### config.mk
export PLATFORM = sky130hd
export DESIGN_NAME = tile_wall_collision_resolve_unit_flat
export DESIGN_NICKNAME = d
export VERILOG_FILES = /design/src/hdl/twcr_pkg.sv /design/src/hdl/twcr_if.sv /design/src/hdl/tile_wall_collision_resolve_unit.sv /design/src/flat_wrapper.sv
export SDC_FILE = /design/constraint.sdc
export NUM_CORES = 2
export LEC_CHECK = 0
export ABC_AREA = 1
export BUFFER_PORTS_ARGS = -buffer_cell sky130_fd_sc_hd__buf_2
export CAP_MARGIN = 15
export CORE_AREA = 8 8 424 426
export CTS_CLUSTER_DIAMETER = 50
export DETAILED_ROUTE_END_ITERATION = 8
export DIE_AREA = 0 0 432 434
export SYNTH_ARGS = -nofsm -noshare
export SYNTH_HDL_FRONTEND = slang
export SYNTH_SLANG_ARGS = --single-unit
### constraint.sdc
create_clock -name clock -period 73.5 [get_ports clock]
set_clock_uncertainty 0.05 [all_clocks]
set_input_delay 3.675 -clock clock [delete_from_list [all_inputs] [get_ports clock]]
set_output_delay 3.675 -clock clock [all_outputs]
set_load 0.02 [all_outputs]
### src/hdl/twcr_pkg.sv
// ----------------------------------------------------------------------------
// twcr_pkg
// Shared widths, codes and grid constants of the tile wall collision resolver.
// ----------------------------------------------------------------------------
package twcr_pkg;

   // grid geometry
   localparam int GRID_COLS = 32;
   localparam int GRID_ROWS = 32;
   localparam int CELLS     = GRID_COLS * GRID_ROWS;
   localparam int IDX_W     = (CELLS > 1) ? $clog2(CELLS) : 1;
   localparam int COL_W     = (GRID_COLS > 1) ? $clog2(GRID_COLS) : 1;

   // field widths
   localparam int CELL_W  = 10;
   localparam int POS_W   = 16;
   localparam int SIZE_W  = 15;
   localparam int TILE_W  = 12;
   localparam int MARG_W  = 11;

   // internal geometry width: covers tile edges of the 32 column grid and
   // moved box edges with headroom for the push-back sums
   localparam int GEO_W = 22;

   // configuration port
   localparam int CSR_IDX_W  = 1;
   localparam int CSR_DATA_W = 12;
   localparam logic [CSR_IDX_W-1:0] CSR_TILE_SIZE     = 1'b0;
   localparam logic [CSR_IDX_W-1:0] CSR_SHRINK_MARGIN = 1'b1;

   localparam logic [TILE_W-1:0] TILE_SIZE_RESET     = 12'd512;
   localparam logic [MARG_W-1:0] SHRINK_MARGIN_RESET = 11'd128;

   // item opcodes
   localparam logic OP_WRITE = 1'b0;
   localparam logic OP_QUERY = 1'b1;

endpackage

### src/hdl/twcr_if.sv
// ----------------------------------------------------------------------------
// twcr_if
// Valid/ready channels of the tile wall collision resolver: request beats,
// response beats and configuration writes.
// ----------------------------------------------------------------------------
interface twcr_req_if;
   logic                                      valid;
   logic                                      ready;
   logic                                      op;
   logic        [twcr_pkg::CELL_W-1:0]        cell_index;
   logic                                      is_wall;
   logic signed [twcr_pkg::POS_W-1:0]         box_left;
   logic signed [twcr_pkg::POS_W-1:0]         box_top;
   logic        [twcr_pkg::SIZE_W-1:0]        box_width;
   logic        [twcr_pkg::SIZE_W-1:0]        box_height;
   logic signed [twcr_pkg::POS_W-1:0]         move_x;
   logic signed [twcr_pkg::POS_W-1:0]         move_y;

   modport source (output valid, op, cell_index, is_wall, box_left, box_top,
                   box_width, box_height, move_x, move_y, input ready);
   modport sink   (input valid, op, cell_index, is_wall, box_left, box_top,
                   box_width, box_height, move_x, move_y, output ready);
endinterface

interface twcr_rsp_if;
   logic                              valid;
   logic                              ready;
   logic signed [twcr_pkg::POS_W-1:0] fixed_x;
   logic signed [twcr_pkg::POS_W-1:0] fixed_y;
   logic                              hit;

   modport source (output valid, fixed_x, fixed_y, hit, input ready);
   modport sink   (input valid, fixed_x, fixed_y, hit, output ready);
endinterface

interface twcr_csr_if;
   logic                                valid;
   logic                                ready;
   logic [twcr_pkg::CSR_IDX_W-1:0]      index;
   logic [twcr_pkg::CSR_DATA_W-1:0]     data;

   modport source (output valid, index, data, input ready);
   modport sink   (input valid, index, data, output ready);
endinterface

### src/hdl/tile_wall_collision_resolve_unit.sv
// ----------------------------------------------------------------------------
// tile_wall_collision_resolve_unit
// Wall tile map with a scanning box-versus-tile push-back resolver.
// ----------------------------------------------------------------------------
// Usage:
//   req_bus  : request beats. op = write stores is_wall at cell_index (cells
//              past the grid are dropped); op = query resolves move_x/move_y
//              of the box against every wall tile.
//   rsp_bus  : one response beat per request beat, in order. Writes answer
//              fixed_x = fixed_y = 0, hit = 0.
//   csr_bus  : writes tile_size (index 0) and shrink_margin (index 1); always
//              ready. Write only while no request is in flight.
// Sequencing:
//   A write's response is valid the cycle after the beat.
//   A query passes a load step, then scans the wall map one cell per cycle
//   in row-major order. Each overlapping wall tile holds the scan for a
//   push-back step and a step to move the box again; a done step then waits
//   for the output register. One item is handled at a time.
// Reset:
//   Synchronous, active high. After reset a clearing pass writes every cell
//   of the map to zero; req_bus.ready stays low until it ends.
// Stall:
//   The response is held in an output register until taken. A new request
//   beat is taken while that register is free or being drained; a finished
//   query waits for it.
// ----------------------------------------------------------------------------
module tile_wall_collision_resolve_unit (
   input logic         clock,
   input logic         reset,
   twcr_req_if.sink    req_bus,
   twcr_rsp_if.source  rsp_bus,
   twcr_csr_if.sink    csr_bus
);

   localparam int IdxW  = twcr_pkg::IDX_W;
   localparam int ColW  = twcr_pkg::COL_W;
   localparam int GeoW  = twcr_pkg::GEO_W;
   localparam int PosW  = twcr_pkg::POS_W;
   localparam int SizeW = twcr_pkg::SIZE_W;
   localparam int CellW = twcr_pkg::CELL_W;

   localparam logic [IdxW-1:0] LastIdx = IdxW'(twcr_pkg::CELLS - 1);
   localparam logic [ColW-1:0] LastCol = ColW'(twcr_pkg::GRID_COLS - 1);
   localparam logic signed [GeoW-1:0] SatMax = GeoW'(32767);
   localparam logic signed [GeoW-1:0] SatMin = -(GeoW'(32768));

   typedef enum logic [6:0] {
      ST_CLEAR = 7'b0000001,
      ST_IDLE  = 7'b0000010,
      ST_LOAD  = 7'b0000100,
      ST_SCAN  = 7'b0001000,
      ST_PUSH  = 7'b0010000,
      ST_UPD   = 7'b0100000,
      ST_DONE  = 7'b1000000
   } state_type;

   function automatic logic signed [PosW-1:0] sat16(input logic signed [GeoW-1:0] v);
      if (v > SatMax) begin
         return PosW'(SatMax);
      end
      if (v < SatMin) begin
         return PosW'(SatMin);
      end
      return PosW'(v);
   endfunction

   // push one axis of the displacement out of the tile span [lo, hi)
   function automatic logic signed [PosW-1:0] push_axis(
      input logic signed [PosW-1:0] d,
      input logic signed [GeoW-1:0] lo,
      input logic signed [GeoW-1:0] hi,
      input logic signed [GeoW-1:0] blo,
      input logic signed [GeoW-1:0] bhi
   );
      logic signed [GeoW-1:0] d_w;
      d_w = GeoW'(d);
      if (d < 0) begin
         return sat16(d_w + (hi - blo));
      end
      if (d > 0) begin
         return sat16(d_w - (bhi - lo));
      end
      return d;
   endfunction

   // control and configuration registers
   state_type                      state_ff, state_in;
   logic [IdxW-1:0]                idx_ff, idx_in;
   logic                           rsp_valid_ff, rsp_valid_in;
   logic [twcr_pkg::TILE_W-1:0]    tile_ff, tile_in;
   logic [twcr_pkg::MARG_W-1:0]    margin_ff, margin_in;

   // query payload registers
   logic signed [PosW-1:0]         left_ff, left_in;
   logic signed [PosW-1:0]         top_ff, top_in;
   logic [SizeW-1:0]               width_ff, width_in;
   logic [SizeW-1:0]               height_ff, height_in;
   logic signed [PosW-1:0]         dx_ff, dx_in;
   logic signed [PosW-1:0]         dy_ff, dy_in;
   logic                           hit_ff, hit_in;
   logic                           box_ok_ff, box_ok_in;
   logic                           tile_ok_ff, tile_ok_in;
   logic [ColW-1:0]                col_ff, col_in;
   logic signed [GeoW-1:0]         nl_ff, nl_in, nr_ff, nr_in;
   logic signed [GeoW-1:0]         nt_ff, nt_in, nb_ff, nb_in;
   logic signed [GeoW-1:0]         tl_ff, tl_in, tr_ff, tr_in;
   logic signed [GeoW-1:0]         tt_ff, tt_in, tb_ff, tb_in;
   logic signed [PosW-1:0]         out_x_ff, out_x_in;
   logic signed [PosW-1:0]         out_y_ff, out_y_in;
   logic                           out_hit_ff, out_hit_in;

   // wall map
   logic                           wall_mem [twcr_pkg::CELLS];
   logic                           rdata_ff;
   logic                           mem_we, mem_wdata, mem_re;
   logic [IdxW-1:0]                mem_waddr, mem_raddr;

   logic signed [GeoW-1:0]         ts_w, mg_w, inner_w;
   logic signed [GeoW-1:0]         w_ext, h_ext;
   logic                           req_fire, last_cell, overlap, in_range;
   logic [IdxW+CellW-1:0]          cell_wide;

   assign ts_w    = signed'(GeoW'(tile_ff));
   assign mg_w    = signed'(GeoW'(margin_ff));
   assign inner_w = ts_w - (mg_w <<< 1);
   assign w_ext   = signed'(GeoW'(width_ff));
   assign h_ext   = signed'(GeoW'(height_ff));

   assign req_bus.ready   = (state_ff == ST_IDLE) && (!rsp_valid_ff || rsp_bus.ready);
   assign req_fire        = req_bus.valid && req_bus.ready;
   assign csr_bus.ready   = 1'b1;
   assign rsp_bus.valid   = rsp_valid_ff;
   assign rsp_bus.fixed_x = out_x_ff;
   assign rsp_bus.fixed_y = out_y_ff;
   assign rsp_bus.hit     = out_hit_ff;

   assign cell_wide = (IdxW + CellW)'(req_bus.cell_index);
   assign in_range  = cell_wide < (IdxW + CellW)'(twcr_pkg::CELLS);
   assign last_cell = (idx_ff == LastIdx);

   // strict overlap of the moved box and the shrunk tile of the cell in rdata_ff
   assign overlap = rdata_ff && box_ok_ff && tile_ok_ff &&
                    (nl_ff < tr_ff) && (tl_ff < nr_ff) &&
                    (nt_ff < tb_ff) && (tt_ff < nb_ff);

   always_comb begin
      state_in     = state_ff;
      idx_in       = idx_ff;
      rsp_valid_in = rsp_valid_ff;
      tile_in      = tile_ff;
      margin_in    = margin_ff;
      left_in      = left_ff;
      top_in       = top_ff;
      width_in     = width_ff;
      height_in    = height_ff;
      dx_in        = dx_ff;
      dy_in        = dy_ff;
      hit_in       = hit_ff;
      box_ok_in    = box_ok_ff;
      tile_ok_in   = tile_ok_ff;
      col_in       = col_ff;
      nl_in        = nl_ff;
      nr_in        = nr_ff;
      nt_in        = nt_ff;
      nb_in        = nb_ff;
      tl_in        = tl_ff;
      tr_in        = tr_ff;
      tt_in        = tt_ff;
      tb_in        = tb_ff;
      out_x_in     = out_x_ff;
      out_y_in     = out_y_ff;
      out_hit_in   = out_hit_ff;
      mem_we       = 1'b0;
      mem_wdata    = 1'b0;
      mem_waddr    = idx_ff;
      mem_re       = 1'b0;
      mem_raddr    = idx_ff + IdxW'(1);

      // configuration writes
      if (csr_bus.valid) begin
         case (csr_bus.index)
            twcr_pkg::CSR_TILE_SIZE: begin
               tile_in = csr_bus.data[twcr_pkg::TILE_W-1:0];
            end
            twcr_pkg::CSR_SHRINK_MARGIN: begin
               margin_in = csr_bus.data[twcr_pkg::MARG_W-1:0];
            end
            default: begin
            end
         endcase
      end

      // drain the response register
      if (rsp_valid_ff && rsp_bus.ready) begin
         rsp_valid_in = 1'b0;
      end

      case (state_ff)
         ST_CLEAR: begin
            mem_we    = 1'b1;
            mem_wdata = 1'b0;
            mem_waddr = idx_ff;
            idx_in    = idx_ff + IdxW'(1);
            if (last_cell) begin
               state_in = ST_IDLE;
            end
         end
         ST_IDLE: begin
            if (req_fire) begin
               if (req_bus.op == twcr_pkg::OP_WRITE) begin
                  mem_we       = in_range;
                  mem_wdata    = req_bus.is_wall;
                  mem_waddr    = cell_wide[IdxW-1:0];
                  rsp_valid_in = 1'b1;
                  out_x_in     = '0;
                  out_y_in     = '0;
                  out_hit_in   = 1'b0;
               end else begin
                  left_in   = req_bus.box_left;
                  top_in    = req_bus.box_top;
                  width_in  = req_bus.box_width;
                  height_in = req_bus.box_height;
                  dx_in     = req_bus.move_x;
                  dy_in     = req_bus.move_y;
                  state_in  = ST_LOAD;
               end
            end
         end
         ST_LOAD: begin
            // place the moved box, prime the first cell read
            nl_in      = GeoW'(left_ff) + GeoW'(dx_ff);
            nr_in      = GeoW'(left_ff) + GeoW'(dx_ff) + w_ext;
            nt_in      = GeoW'(top_ff) + GeoW'(dy_ff);
            nb_in      = GeoW'(top_ff) + GeoW'(dy_ff) + h_ext;
            box_ok_in  = (width_ff != '0) && (height_ff != '0);
            tile_ok_in = inner_w > 0;
            hit_in     = 1'b0;
            idx_in     = '0;
            col_in     = '0;
            tl_in      = mg_w;
            tr_in      = ts_w - mg_w;
            tt_in      = mg_w;
            tb_in      = ts_w - mg_w;
            mem_re     = 1'b1;
            mem_raddr  = '0;
            state_in   = ST_SCAN;
         end
         ST_SCAN, ST_UPD: begin
            if (state_ff == ST_UPD) begin
               nl_in = GeoW'(left_ff) + GeoW'(dx_ff);
               nr_in = GeoW'(left_ff) + GeoW'(dx_ff) + w_ext;
               nt_in = GeoW'(top_ff) + GeoW'(dy_ff);
               nb_in = GeoW'(top_ff) + GeoW'(dy_ff) + h_ext;
            end
            if ((state_ff == ST_SCAN) && overlap) begin
               // hold the cell and its geometry for the push-back
               state_in = ST_PUSH;
            end else if (last_cell) begin
               state_in = ST_DONE;
            end else begin
               // advance to the next cell in row-major order
               mem_re   = 1'b1;
               idx_in   = idx_ff + IdxW'(1);
               state_in = ST_SCAN;
               if (col_ff == LastCol) begin
                  col_in = '0;
                  tl_in  = mg_w;
                  tr_in  = ts_w - mg_w;
                  tt_in  = tt_ff + ts_w;
                  tb_in  = tb_ff + ts_w;
               end else begin
                  col_in = col_ff + ColW'(1);
                  tl_in  = tl_ff + ts_w;
                  tr_in  = tr_ff + ts_w;
               end
            end
         end
         ST_PUSH: begin
            dy_in    = push_axis(dy_ff, tt_ff, tb_ff, nt_ff, nb_ff);
            dx_in    = push_axis(dx_ff, tl_ff, tr_ff, nl_ff, nr_ff);
            hit_in   = 1'b1;
            state_in = ST_UPD;
         end
         ST_DONE: begin
            if (!rsp_valid_ff || rsp_bus.ready) begin
               rsp_valid_in = 1'b1;
               out_x_in     = dx_ff;
               out_y_in     = dy_ff;
               out_hit_in   = hit_ff;
               state_in     = ST_IDLE;
            end
         end
         default: begin
            state_in = ST_IDLE;
         end
      endcase
   end

   always_ff @(posedge clock) begin
      if (reset) begin
         state_ff     <= ST_CLEAR;
         idx_ff       <= '0;
         rsp_valid_ff <= 1'b0;
         tile_ff      <= twcr_pkg::TILE_SIZE_RESET;
         margin_ff    <= twcr_pkg::SHRINK_MARGIN_RESET;
      end else begin
         state_ff     <= state_in;
         idx_ff       <= idx_in;
         rsp_valid_ff <= rsp_valid_in;
         tile_ff      <= tile_in;
         margin_ff    <= margin_in;
      end
   end

   always_ff @(posedge clock) begin
      left_ff    <= left_in;
      top_ff     <= top_in;
      width_ff   <= width_in;
      height_ff  <= height_in;
      dx_ff      <= dx_in;
      dy_ff      <= dy_in;
      hit_ff     <= hit_in;
      box_ok_ff  <= box_ok_in;
      tile_ok_ff <= tile_ok_in;
      col_ff     <= col_in;
      nl_ff      <= nl_in;
      nr_ff      <= nr_in;
      nt_ff      <= nt_in;
      nb_ff      <= nb_in;
      tl_ff      <= tl_in;
      tr_ff      <= tr_in;
      tt_ff      <= tt_in;
      tb_ff      <= tb_in;
      out_x_ff   <= out_x_in;
      out_y_ff   <= out_y_in;
      out_hit_ff <= out_hit_in;
   end

   // wall map: one write port, one registered read port
   always_ff @(posedge clock) begin
      if (mem_we) begin
         wall_mem[mem_waddr] <= mem_wdata;
      end
      if (mem_re) begin
         rdata_ff <= wall_mem[mem_raddr];
      end
   end

`ifndef NO_ASSERTIONS
   a_no_req_in_clear : assert property (@(posedge clock) disable iff (reset)
      (state_ff == ST_CLEAR) |-> !req_bus.ready)
      else $error("request taken during map clearing pass");

   a_mem_one_port : assert property (@(posedge clock) disable iff (reset)
      !(mem_we && mem_re))
      else $error("wall map read and written in one cycle");

   a_push_then_upd : assert property (@(posedge clock) disable iff (reset)
      (state_ff == ST_PUSH) |=> ((state_ff == ST_UPD) && hit_ff))
      else $error("push-back not followed by box update");

   a_col_tracks_idx : assert property (@(posedge clock) disable iff (reset)
      ((state_ff == ST_SCAN) || (state_ff == ST_UPD)) |->
      (col_ff == ColW'(idx_ff % twcr_pkg::GRID_COLS)))
      else $error("column counter out of step with cell index");

   a_write_rsp : assert property (@(posedge clock) disable iff (reset)
      (req_fire && (req_bus.op == twcr_pkg::OP_WRITE)) |=> (rsp_valid_ff && !out_hit_ff))
      else $error("write beat without its response");
`endif

endmodule
### src/flat_wrapper.sv
// flat-port wrapper written by rule: the top's interface ports become plain ports
module tile_wall_collision_resolve_unit_flat 
  (clock, reset, req_bus_valid, req_bus_op, req_bus_cell_index, req_bus_is_wall, req_bus_box_left, req_bus_box_top, req_bus_box_width, req_bus_box_height, req_bus_move_x, req_bus_move_y, req_bus_ready, rsp_bus_valid, rsp_bus_fixed_x, rsp_bus_fixed_y, rsp_bus_hit, rsp_bus_ready, csr_bus_valid, csr_bus_index, csr_bus_data, csr_bus_ready);
  twcr_req_if req_bus_i ();
  twcr_rsp_if rsp_bus_i ();
  twcr_csr_if csr_bus_i ();
  input logic clock;
  input logic reset;
  input wire logic [$bits(req_bus_i.valid)-1:0] req_bus_valid;
  input wire logic [$bits(req_bus_i.op)-1:0] req_bus_op;
  input wire logic [$bits(req_bus_i.cell_index)-1:0] req_bus_cell_index;
  input wire logic [$bits(req_bus_i.is_wall)-1:0] req_bus_is_wall;
  input wire logic [$bits(req_bus_i.box_left)-1:0] req_bus_box_left;
  input wire logic [$bits(req_bus_i.box_top)-1:0] req_bus_box_top;
  input wire logic [$bits(req_bus_i.box_width)-1:0] req_bus_box_width;
  input wire logic [$bits(req_bus_i.box_height)-1:0] req_bus_box_height;
  input wire logic [$bits(req_bus_i.move_x)-1:0] req_bus_move_x;
  input wire logic [$bits(req_bus_i.move_y)-1:0] req_bus_move_y;
  output wire logic [$bits(req_bus_i.ready)-1:0] req_bus_ready;
  output wire logic [$bits(rsp_bus_i.valid)-1:0] rsp_bus_valid;
  output wire logic [$bits(rsp_bus_i.fixed_x)-1:0] rsp_bus_fixed_x;
  output wire logic [$bits(rsp_bus_i.fixed_y)-1:0] rsp_bus_fixed_y;
  output wire logic [$bits(rsp_bus_i.hit)-1:0] rsp_bus_hit;
  input wire logic [$bits(rsp_bus_i.ready)-1:0] rsp_bus_ready;
  input wire logic [$bits(csr_bus_i.valid)-1:0] csr_bus_valid;
  input wire logic [$bits(csr_bus_i.index)-1:0] csr_bus_index;
  input wire logic [$bits(csr_bus_i.data)-1:0] csr_bus_data;
  output wire logic [$bits(csr_bus_i.ready)-1:0] csr_bus_ready;
  assign req_bus_i.valid = req_bus_valid;
  assign req_bus_i.op = req_bus_op;
  assign req_bus_i.cell_index = req_bus_cell_index;
  assign req_bus_i.is_wall = req_bus_is_wall;
  assign req_bus_i.box_left = req_bus_box_left;
  assign req_bus_i.box_top = req_bus_box_top;
  assign req_bus_i.box_width = req_bus_box_width;
  assign req_bus_i.box_height = req_bus_box_height;
  assign req_bus_i.move_x = req_bus_move_x;
  assign req_bus_i.move_y = req_bus_move_y;
  assign req_bus_ready = req_bus_i.ready;
  assign rsp_bus_valid = rsp_bus_i.valid;
  assign rsp_bus_fixed_x = rsp_bus_i.fixed_x;
  assign rsp_bus_fixed_y = rsp_bus_i.fixed_y;
  assign rsp_bus_hit = rsp_bus_i.hit;
  assign rsp_bus_i.ready = rsp_bus_ready;
  assign csr_bus_i.valid = csr_bus_valid;
  assign csr_bus_i.index = csr_bus_index;
  assign csr_bus_i.data = csr_bus_data;
  assign csr_bus_ready = csr_bus_i.ready;
  tile_wall_collision_resolve_unit u_core (.clock(clock), .reset(reset), .req_bus(req_bus_i), .rsp_bus(rsp_bus_i), .csr_bus(csr_bus_i));
endmodule
==> flow_summary.yaml <==
status:
  status: "complete, no violations"
synthesis:
  syn_area_um2: 77400
  yosys_warnings: 0
  synth-seq-area-share: 0.525
  synth_area_leaders: "edfxtp_1, nand2_1, nand3_1"
  synth_top_area_share: 0.515
  synth_commonest_cells: "nand2_1, edfxtp_1, nor2_1"
  yosys_register_bits: 1367
  synth_nets: 9126
  ys.flop_type: "edfxtp_1"
  syn_avg_cell_area_um2: 9.00
  synth_edf_count: 1326
  async_flop_share: 0
  yosysMostFrequentCell: "nand2_1"
  post-synth-top-area-cell: "edfxtp_1"
  ys_types: 59
  synthCells: 8601
clocking:
  post_cts_resized: 0
  cts_hold_buffers: 0
  cts_setup_buffers: 0
  numCtsBuffers: 172
  path_clk_slew_ps: 50
  h-tree-depth: 4
  cts_sinks: 1367
  cts_tree: "yes"
  clk_latency_ps: 820
  cts-root-buf: "clkbuf_16"
  cts_buffer_depth: 3
critical_path:
  crit_path_end_kind: "output pin"
  crit_path_max_incr_delay_ps: 250
  crit_type: "in -> out"
  worstPathCellList: "buf_2 -> nor2_1 -> nor2_4 -> buf_2"
  cp.required_ps: 69780
  path_delay_family: "simple AND/OR/NAND/NOR gates"
  crit_arrival_ps: 4270
  worst_setup_path_start_kind: "primary input"
  critPathBufInv: 2
  crit_top_cell: "buf_2"
  crit_slowest_cell: "nor2_1"
  path_max_fanout: 3
global_route:
  grt_pass1_wl_um: 356000
  grt_util_all_layers: 0.246
  grt-ovfl-total: 0
  grt_pass1_vias: 58500
  antenna_found_initial: 0
  grt_max_degree: 240
timing:
  hold_violations: 0
  timing.hold.ws_ps: 472
  period_needed_ps: 8000
  drv_slew: 0
  max_freq_ghz: 0.125
  slew_headroom: 0.173
  setup_tns_ps: 0
  tightest_slew_ps: 1240
  rsz0062_at_grt: "false"
  min_period_over_period: 0.109
  finalSetupViolCount: 0
placed_design:
  dp.cells: 10700
  dp_hpwl_um: 140000
  place_congestion: 0.922
  numPortBuffers: 158
  placed_area_um2: 80000
power_and_ir_drop:
  p_total_mw: 2.16
  p_per_area_nw_per_um2: 25.2
  vdd_drop_max_mv: 0.0236
  p_leak_nw: 34.9
finish:
  nNetsFinal: 9072
  drive_gt1_frac: 0.0699
  area_growth_pct: 10.9
  antenna_cells: 0
  final_cells: 11000
  fin_area_um2: 85800
drt:
  routedWlPerCell_um: 21.5
  drtIter0Drc: 5965
  ant_nets: 0
  drc_errors: 0
  drt-total-wl_um: 237000
  dr.pass1.iters: 7
  via_per_inst: 5.50
  via_count: 60600
job:
  cap_violations: 0
die:
  core-area_um2: 173000
  die_x_um: 432
  chipHeight_um: 434
  core.rowCount: 153
  initial_core_util: 0.448
  die-area_um2: 187000
  ios: 160
worst_hold_path:
  hold_path_class: "reg -> reg"
layout make-up:
type | count | area, µm²
clock buffer | 205 | 4460
clock inverter | 111 | 1080
multi-input combinational | 5691 | 30900
tap | 2325 | 2910
inverter | 1059 | 4000
fill | 16300 | 87100
sequential | 1367 | 40600
timing repair buffer | 256 | 1800
report_power, final:
group | internal (mW) | switching, mW
clock | 0.479 | 0.349
combinational | 0.124 | 0.356
sequential | 0.851 | 0.00485
total | 1.45 | 0.709
metrics by stage:
step / setup slack (ps) / util
4_1_cts: 65500 / 0.495
2_1_floorplan: 40730 / -
3_3_place_gp: 65470 / 0.463
3_5_place_dp: 65500 / 0.463
5_1_grt: 65480 / 0.496
6_report: 65500 / 0.496
worst paths after layout:
check                      from                  to  slack, ps  depth (start not counted)
min reg2reg  u_core.state_ff[6]  u_core.state_ff[6]        470                          2
max reg2reg    u_core.idx_ff[0]     u_core.rdata_ff      66590                         20
max               rsp_bus_ready       req_bus_ready      65500                          4
min          u_core.state_ff[6]  u_core.state_ff[6]        470                          2
layout by cell type, fill, tap and decap left out, types with 12 or more instances in the layout:
| master | instances |
|---|---|
| clkinvlp_4 | 14 |
| a21oi_1 | 288 |
| nand4_1 | 44 |
| inv_1 | 1041 |
| nand3b_1 | 270 |
| clkbuf_1 | 30 |
| o21a_1 | 14 |
| clkinv_2 | 19 |
| clkinv_1 | 47 |
| a31oi_1 | 20 |
| clkbuf_16 | 172 |
| ha_1 | 307 |
| fa_1 | 94 |
| or2_2 | 19 |
| bufinv_16 | 12 |
| nand2_2 | 22 |
| buf_4 | 81 |
| nor4_1 | 18 |
| a21boi_0 | 13 |
| nor2_1 | 1292 |
| dfxtp_1 | 41 |
| buf_2 | 158 |
| nor3_1 | 74 |
| xnor2_1 | 73 |
| o211ai_1 | 78 |
| xor2_1 | 112 |
| a21o_1 | 16 |
| o21ai_0 | 197 |
| nand2_1 | 1610 |
| nand3_1 | 1014 |
| o2111ai_1 | 15 |
| edfxtp_1 | 1326 |
tightest hold or removal path, cell delays in order, from the launching register on:
cell     delay, ps
dfxtp_1        340
nand2_1         70
a21oi_1         60
layer usage:
| metal | global-route usage | vias to the layer above | part of all wire |
|---|---|---|---|
| li1 | - | 28500 | - |
| met1 | 0.320 | 29300 | 0.41 |
| met2 | 0.414 | 2297 | 0.47 |
| met3 | 0.0382 | 517 | 0.075 |
| met4 | 0.0960 | 0 | 0.042 |
| met5 | 0 | - | 0 |
flip-flops by register name (all words and copies together) (netlist names), 16 cells and up:
signal                  cells
u_core.top_ff              16
u_core.nb_ff               22
u_core.rsp_bus.fixed_y     16
u_core.nr_ff               22
u_core.tr_ff               22
u_core.nt_ff               17
u_core.wall_mem          1024
u_core.rsp_bus.fixed_x     16
u_core.tl_ff               22
u_core.left_ff             16
u_core.dy_ff               16
u_core.nl_ff               17
u_core.tt_ff               22
u_core.tb_ff               22
u_core.dx_ff               16
cell families after synthesis:
group                    Yosys count  share of synthesized area
AND/OR/NAND/NOR                 4408                      0.249
buffers and inverters           1543                     0.0789
flip-flops                      1367                      0.525
AO/OA/AOI/OAI                    694                     0.0520
adder cells (fa/ha/maj)          401                     0.0739
XOR/XNOR                         185                     0.0209
multiplexers                       2                   0.000259
other                              1                  0.0000485
Note: power is estimated with default switching activity, not from simulation.
